===== src/hw/rtl/lpds_pkg.sv =====
// ----------------------------------------------------------------------------
// lpds_pkg
// Shared widths, constants and types for the largest proper divisor block.
// ----------------------------------------------------------------------------
`default_nettype none

package lpds_pkg;

  localparam int VALUE_WIDTH = 16;
  localparam int DIVISOR_W   = VALUE_WIDTH - 1;
  localparam int TRIAL_W     = VALUE_WIDTH / 2 + 1;
  localparam int SUM_W       = 32;
  localparam int CNT_W       = $clog2(VALUE_WIDTH + 1);
  localparam int IN_TDATA_W  = ((VALUE_WIDTH + 7) / 8) * 8;
  localparam int OUT_TDATA_W = ((DIVISOR_W + SUM_W + 7) / 8) * 8;

  localparam logic [TRIAL_W-1:0]   FIRST_TRIAL  = TRIAL_W'(2);
  localparam logic [TRIAL_W-1:0]   SECOND_TRIAL = TRIAL_W'(3);
  localparam logic [TRIAL_W-1:0]   ODD_STEP     = TRIAL_W'(2);
  localparam logic [DIVISOR_W-1:0] NO_DIVISOR   = DIVISOR_W'(1);
  localparam logic [SUM_W-1:0]     SUM_MAX      = {SUM_W{1'b1}};

  typedef enum logic [1:0] {
    ST_IDLE,
    ST_START,
    ST_WAIT,
    ST_EMIT
  } lpds_state_t;

  typedef struct packed {
    logic done;
    logic rem_zero;
  } div_status_t;

endpackage

`default_nettype wire


===== src/hw/rtl/lpds_div.sv =====
// ----------------------------------------------------------------------------
// lpds_div
// Bit-serial restoring divider: one quotient bit per cycle.
// ----------------------------------------------------------------------------
`default_nettype none

module lpds_div import lpds_pkg::*; (
  input  wire logic                   clk,
  input  wire logic                   rst,
  input  wire logic                   start,
  input  wire logic [VALUE_WIDTH-1:0] dividend,
  input  wire logic [TRIAL_W-1:0]     divisor,
  output logic [VALUE_WIDTH-1:0]      quotient,
  output div_status_t                 status
);

  logic                   busy;
  logic                   done;
  logic [CNT_W-1:0]       cnt;
  logic [TRIAL_W-1:0]     rem;
  logic [VALUE_WIDTH-1:0] quo;
  logic [TRIAL_W:0]       trial;
  logic                   fits;

  always_comb begin
    trial = {rem, quo[VALUE_WIDTH-1]};
    fits  = (trial >= {1'b0, divisor});
  end

  always_ff @(posedge clk) begin
    if (rst) begin
      busy <= 1'b0;
      done <= 1'b0;
      cnt  <= '0;
    end else begin
      done <= 1'b0;
      if (start) begin
        busy <= 1'b1;
        cnt  <= CNT_W'(VALUE_WIDTH);
      end else if (busy) begin
        cnt <= cnt - CNT_W'(1);
        if (cnt == CNT_W'(1)) begin
          busy <= 1'b0;
          done <= 1'b1;
        end
      end
    end
  end

  always_ff @(posedge clk) begin
    if (start) begin
      rem <= '0;
      quo <= dividend;
    end else if (busy) begin
      if (fits) begin
        rem <= TRIAL_W'(trial - {1'b0, divisor});
      end else begin
        rem <= trial[TRIAL_W-1:0];
      end
      quo <= {quo[VALUE_WIDTH-2:0], fits};
    end
  end

  assign quotient        = quo;
  assign status.done     = done;
  assign status.rem_zero = (rem == '0);

endmodule

`default_nettype wire


===== src/hw/rtl/largest_proper_divisor_sum.sv =====
// ----------------------------------------------------------------------------
// largest_proper_divisor_sum
// Largest proper divisor by trial division, with a saturating group sum.
// ----------------------------------------------------------------------------
// Input channel s_*: one number per item in s_tdata, s_tlast closes a group.
// Output channel m_*: one result per item: divisor and running group sum in
// m_tdata, m_tlast copies the group flag of the item.
// Candidates 2, 3, 5, 7, ... are tried in turn on one bit-serial divider,
// one quotient bit per cycle. The search stops at the first zero remainder
// or once the candidate exceeds the quotient. An item that tries k
// candidates (1 when its smallest factor is 2, (f + 1) / 2 when it is an odd
// f) is emitted on m_tvalid after its k divider runs; a prime near 65535
// tries 129 candidates. One item is worked on at a time; s_tready is high
// only while idle, and the next item is taken after this one is emitted.
// The finished result sits in an output register, so the next item is taken
// while it waits; a stalled receiver holds the block at its next result.
// Synchronous reset clears the group sum and drops any pending item.
// ----------------------------------------------------------------------------
`default_nettype none

module largest_proper_divisor_sum import lpds_pkg::*; (
  input  wire logic                   clk,
  input  wire logic                   rst,
  input  wire logic                   s_tvalid,
  output logic                        s_tready,
  input  wire logic [IN_TDATA_W-1:0]  s_tdata,   // value
  input  wire logic                   s_tlast,
  output logic                        m_tvalid,
  input  wire logic                   m_tready,
  output logic [OUT_TDATA_W-1:0]      m_tdata,   // divisor, group_sum, zero pad
  output logic                        m_tlast
);

  lpds_state_t            state;
  lpds_state_t            state_next;
  logic [VALUE_WIDTH-1:0] value;
  logic                   last;
  logic [TRIAL_W-1:0]     trial;
  logic [TRIAL_W-1:0]     trial_next;
  logic [DIVISOR_W-1:0]   result;
  logic [SUM_W-1:0]       running_sum;
  logic [SUM_W:0]         sum_wide;
  logic [SUM_W-1:0]       sum_sat;
  logic [DIVISOR_W-1:0]   out_div;
  logic [SUM_W-1:0]       out_sum;
  logic                   out_last;
  logic                   out_valid;
  logic                   div_start;
  logic                   emit_load;
  logic                   search_over;
  logic [VALUE_WIDTH-1:0] quotient;
  div_status_t            status;

  function automatic logic search_over_bound(input logic [TRIAL_W-1:0] t,
                                             input logic [VALUE_WIDTH-1:0] q);
    search_over_bound = ({{(VALUE_WIDTH-TRIAL_W){1'b0}}, t} > q);
  endfunction

  lpds_div u_div (
    .clk      (clk),
    .rst      (rst),
    .start    (div_start),
    .dividend (value),
    .divisor  (trial),
    .quotient (quotient),
    .status   (status)
  );

  always_comb begin
    search_over = ({{(VALUE_WIDTH-TRIAL_W){1'b0}}, trial} > quotient) || status.rem_zero;
    trial_next  = (trial == FIRST_TRIAL) ? SECOND_TRIAL : trial + ODD_STEP;
    sum_wide    = {1'b0, running_sum} + (SUM_W+1)'(result);
    sum_sat     = sum_wide[SUM_W] ? SUM_MAX : sum_wide[SUM_W-1:0];
  end

  always_comb begin
    state_next = state;
    case (state)
      ST_IDLE: begin
        if (s_tvalid) begin
          state_next = ST_START;
        end
      end
      ST_START: state_next = ST_WAIT;
      ST_WAIT: begin
        if (status.done) begin
          state_next = search_over ? ST_EMIT : ST_START;
        end
      end
      ST_EMIT: begin
        if (!out_valid || m_tready) begin
          state_next = ST_IDLE;
        end
      end
      default: state_next = ST_IDLE;
    endcase
  end

  always_comb begin
    s_tready  = 1'b0;
    div_start = 1'b0;
    emit_load = 1'b0;
    case (state)
      ST_IDLE:  s_tready  = 1'b1;
      ST_START: div_start = 1'b1;
      ST_WAIT:  ;
      ST_EMIT:  emit_load = !out_valid || m_tready;
      default:  ;
    endcase
  end

  always_ff @(posedge clk) begin
    if (rst) begin
      state       <= ST_IDLE;
      running_sum <= '0;
      out_valid   <= 1'b0;
    end else begin
      state <= state_next;
      if (emit_load) begin
        out_valid   <= 1'b1;
        running_sum <= last ? '0 : sum_sat;
      end else if (m_tready) begin
        out_valid <= 1'b0;
      end
    end
  end

  always_ff @(posedge clk) begin
    if (s_tready && s_tvalid) begin
      value <= s_tdata[VALUE_WIDTH-1:0];
      last  <= s_tlast;
      trial <= FIRST_TRIAL;
    end else if (state == ST_WAIT && status.done && !search_over) begin
      trial <= trial_next;
    end
    if (state == ST_WAIT && status.done) begin
      result <= status.rem_zero && !search_over_bound(trial, quotient)
                ? quotient[DIVISOR_W-1:0] : NO_DIVISOR;
    end
    if (emit_load) begin
      out_div  <= result;
      out_sum  <= sum_sat;
      out_last <= last;
    end
  end

  assign m_tvalid = out_valid;
  assign m_tdata  = OUT_TDATA_W'({out_sum, out_div});
  assign m_tlast  = out_last;

endmodule

`default_nettype wire


===== config.mk =====
export PLATFORM = sky130hd
export DESIGN_NAME = largest_proper_divisor_sum
export DESIGN_NICKNAME = d
export VERILOG_FILES = /design/src/hw/rtl/lpds_pkg.sv /design/src/hw/rtl/lpds_div.sv /design/src/hw/rtl/largest_proper_divisor_sum.sv
export SDC_FILE = /design/constraint.sdc
export NUM_CORES = 1
export LEC_CHECK = 0
export BUFFER_PORTS_ARGS = -buffer_cell sky130_fd_sc_hd__buf_2
export CAP_MARGIN = 15
export CORE_ASPECT_RATIO = 1.75
export CORE_MARGIN = 2
export CORE_UTILIZATION = 62
export DETAILED_ROUTE_END_ITERATION = 16
export GPL_ROUTABILITY_DRIVEN = 1
export PLACE_DENSITY_LB_ADDON = 0.12
export SLEW_MARGIN = 10
export SYNTH_ARGS = -nofsm -noshare
export SYNTH_HDL_FRONTEND = slang
export SYNTH_SLANG_ARGS = --single-unit

===== constraint.sdc =====
create_clock -name clk -period 6.3 [get_ports clk]
set_input_delay 1.26 -clock clk [delete_from_list [all_inputs] [get_ports clk]]
set_output_delay 1.26 -clock clk [all_outputs]
set_load 0.005 [all_outputs]

Word level (Yosys, flattened, before mapping). Index checks and enable logic that the tools add are counted.

Latch bits: 0. Bits in writable memories: 0. Input port bits: 21. Output and inout bits: 51. Bits in read-only memories: 0. Register bits: 156. Memories kept: 0. Word-level logic and storage cells: 69.

Reductions and logical operators: 16. Divide/modulo/power cells: 0. Multiplexer cells: 22. Bitwise logic cells: 1. Multipliers: 0. Eq/ne operators: 8. Shift operators: 0. Add/subtract/negate cells: 4. $lt $le $gt $ge: 2.

Operator list (number): $mux 32 (2); $add 32x15->33 (1); $mux 16 (2); $mux 9 (2); $gt 9x16->1 (1); $ge 10x9->1 (1); $mux 5 (2); $add 9x2->9 const B (1); $eq 9x2->1 const B (1); $logic_not 9->1 (1); $mux 1 (9); $sub 9x9->9 (1); $mux 2 (4); $pmux 2 s4 (1); $eq 5x1->1 const B (1); $sub 5x1->5 const B (1); $eq 2x2->1 const B (2); $logic_and 1x1->1 (4); $ne 2x2->1 const B (2); $reduce_bool 2->1 (2); $logic_not 1->1 (3); $reduce_and 3->1 (1); $reduce_or 3->1 (1); $eq 2x1->1 const B (1); other kinds (5) (6).

Logic depth before layout (Yosys ltp).
Word-level depth: 5. Mapped depth: 11. Mapped depth without buffers: 10.

Hierarchy. Synthesis repeated with hierarchy kept, for this count alone.

Cells, all modules: 708. Area, all modules: 7800.0 um^2.

By module, submodules not included: largest_proper_divisor_sum (seq. area each 3283.1 um^2, cells an instance 529, times used 1, area an instance 5893.2 um^2); lpds_div (seq. area each 800.8 um^2, cells an instance 179, times used 1, area an instance 1906.8 um^2).

Worst setup path after synthesis. No wires, ideal clock.

Kind: input to register. From: in m_tready. To: reg running_sum[10]. Library setup time: 0.117 ns. Data required time: 6.183 ns. Path buffers: 1. Stages: 6. Path slack: 3.322 ns. Arrival time: 2.861 ns. Cell sequence: nand2b_1 > nand3_1 > inv_2 > nor2_1 > clkbuf_1 > a22o_1.

Cells in the longest elaborated chain, start to end: 2.

Ends and longest elaborated chain: from (decl) (line largest_proper_divisor_sum.sv:29) `input wire logic m_tready,`; $logic_or 1x1->1 (line largest_proper_divisor_sum.sv:107) `ST_EMIT: emit_load = !out_valid || m_tready;`; $mux 1 (line largest_proper_divisor_sum.sv:103) `case (state)`; named net emit_load (line largest_proper_divisor_sum.sv:49) `logic emit_load;`; to (signal assigned) (line largest_proper_divisor_sum.sv:121) `running_sum <= last ? '0 : sum_sat;`; to (decl) (line largest_proper_divisor_sum.sv:41) `logic [SUM_W-1:0] running_sum;`.

The timed path passes the listed nets, and every way through them passes these cells. A chain may end at the register's enable or synchronous reset.

Final worst setup path.
From: in m_tready. To: reg running_sum[30].

The elaborated chain is that of the path after synthesis.

==> results.tsv <==
metric	value	unit
period_needed	3.539	ns
dp.cells	909	
wl	17290	µm
final_cells	942	
firstDrtPassIters	5	
cts-root-buf	clkbuf_16	
slowest_stage	nor2_1	
rsz0062_at_grt	no	
power_density	304.7	nW/µm²
hpwl	12610	µm
netlist_area	7562	µm²
holdBufCountCts	0	
async_flop_share	0	%
post_drt_wl_per_cell	18.35	µm
clock_skew	0.007668	ns
ys_types	64	
hold_path.class	reg2reg	
grt_max_degree	58	
end_kind	register	
yosysWarnings	0	
ant_nets	0	
max_freq	282.5	MHz
area_growth	13.47	%
slew_viol_final	0	
relSlewSlack	28.42	%
worstMarginPinSlew	1.057	ns
nets	851	
ioPinCount	72	
syn_avg_cell_area	10.45	µm²
cpPeakStageDelay	0.79	ns
p_leak	3.398	nW
most-common-layout-cells	edfxtp_1 (96), nand2_1 (88), buf_2 (70), dfxtp_1 (60), nor2_1 (53)	
worstSetupStartpointType	primary input	
setup_viol	0	
synth-main-ff-cell	edfxtp_1	
grt_pass1_wl	27590	µm
period_share	56.18	%
port_buffers	70	
first_global_vias	5858	
clock_sinks	156	
syn_nets	783	
critPathKind	in2reg	
worstPathRequired	6.64	ns
via_count	5765	
die_area	13130	µm²
final_common_cell	edfxtp_1	
crit_arrival	3.88	ns
critPathBufInv	3	
grtUsageTotal	27.30	%
cts_setup_buffers	0	
die_w	87.49	µm
rr_startpoint	result[0]	
status	complete, no violations	
startpoint	m_tready	
routabilityCongestion	0.8625	
synthCells	724	
clk_latency	0.42	ns
synth-edff-count	96	
hold_viol	0	
layout-drive-gt1-share	14.91	%
drtIter0Drc	440	
cts.repair.resized	0	
finalSetupTns	0	ns
cts_tree	yes	
die_h	150.1	µm
drv_cap	0	
hp-start	result[3]	
num_rows	53	
viasPerCell	6.120	
antenna_found_initial	0	
cts.clk_slew.worst_paths	0.06	ns
floorplan.initialDensity	63.35	%
crit_chain	buf_2 -> nand2b_1 -> nand3_1 -> inv_2 -> buf_4 -> nor2_1 -> nor2_1 -> nor3_1	
core	11940	µm²
cpLargestDelayFamily	simple AND/OR/NAND/NOR gates	
drc	0	
ir_worst_vdd	0.2133	mV
ys_seq_elements	156	
grt_overflow	0	
crit_top_cell	nor2_1	
htree_levels	4	
yosysSeqAreaShare	54.00	%
max-clock-path-buffers	2	
cts_buffers	17	
diodes	0	
cp_max_fo	57	
==> cells in the mapped netlist, types with 8 or more instances <==
cell | number | area [µm²]
a21oi_1 | 46 | 230.2
a22o_1 | 10 | 87.58
a31oi_1 | 9 | 56.30
and2_1 | 19 | 118.9
and3_1 | 10 | 62.56
and4_1 | 8 | 70.07
clkbuf_1 | 16 | 60.06
dfxtp_1 | 60 | 1201
edfxtp_1 | 96 | 2883
ha_1 | 36 | 450.4
inv_1 | 34 | 127.6
nand2_1 | 88 | 330.3
nand2b_1 | 9 | 56.30
nand3_1 | 20 | 100.1
nand4_1 | 13 | 81.33
nor2_1 | 53 | 198.9
nor2b_1 | 8 | 50.05
nor3_1 | 18 | 90.09
nor4_1 | 8 | 50.05
o211ai_1 | 8 | 60.06
o21ai_0 | 27 | 135.1
o21ai_1 | 11 | 55.05
xnor2_1 | 25 | 219.0
xor2_1 | 11 | 96.34
==> per-layer routing <==
layer / share of wire [%] / wire (µm) / GRT usage (%) / vias up
li1: - / - / - / 2762
met1: 35 / 6114 / 27.49 / 2747
met2: 56 / 9604 / 49.96 / 185
met3: 3.3 / 571 / 4.605 / 71
met4: 5.8 / 998 / 17.77 / 0
met5: 0 / 0 / 0 / -
==> through the flow <==
stage	total power [mW]	util [%]	hold slack, ns	setup WS (ns)	instance area (µm²)
after detailed placement	1.623	66.93	0.4615	2.372	7989
after CTS	2.623	71.82	0.4727	2.756	8573
after global placement	1.609	66.93	0.4550	2.503	7989
final	2.615	71.89	0.4733	2.761	8581
after global routing	2.715	71.89	0.4835	2.501	8581
after floorplan	1.516	-	0.4334	3.322	7562
==> power by group <==
part	leakage, nW	total, mW	switching (mW)	internal [mW]
Clock	0.270	1.01	0.416	0.595
Combinational	1.77	0.404	0.230	0.174
Sequential	1.35	1.20	0.0520	1.15
Total	3.40	2.61	0.698	1.92
==> worst paths after layout <==
kind	to	depth (start not counted)	slack (ns)
setup / recovery	running_sum[30]	8	2.76
hold reg to reg	out_div[3]	0	0.47
hold / removal	out_div[3]	0	0.47
setup reg to reg	running_sum[25]	9	2.98
==> final cells by class <==
type,count,area (µm²)
sequential,156,4084
fill,885,3356
multi-input combinational,507,3222
clock buffer,19,442.9
timing repair buffer,75,387.9
tap,137,171.4
clock inverter,13,141.4
inverter,35,131.4
==> sequential cells by signal, summed over array words and instances, names as in the netlist <==
signal and cells:
last 1, running_sum 32, m_tvalid 1, u_div.done 1, u_div.cnt 5, m_tlast 1
result 15, trial 9, value 16, u_div.quotient 16, u_div.busy 1, out_div 15
state 2, out_sum 32, u_div.rem 9
==> cell families after synthesis <==
logic type      after synthesis  share of synthesized area (%)
xor+xnor                     36                          4.169
other cells                   1                        0.04959
buf+inv                      61                          3.458
fa+ha+maj                    38                          6.486
compound gates              155                          13.17
mux                           9                          1.224
flops                       156                          54.00
simple gates                268                          17.44
Note: power is estimated with default switching activity, not from simulation.
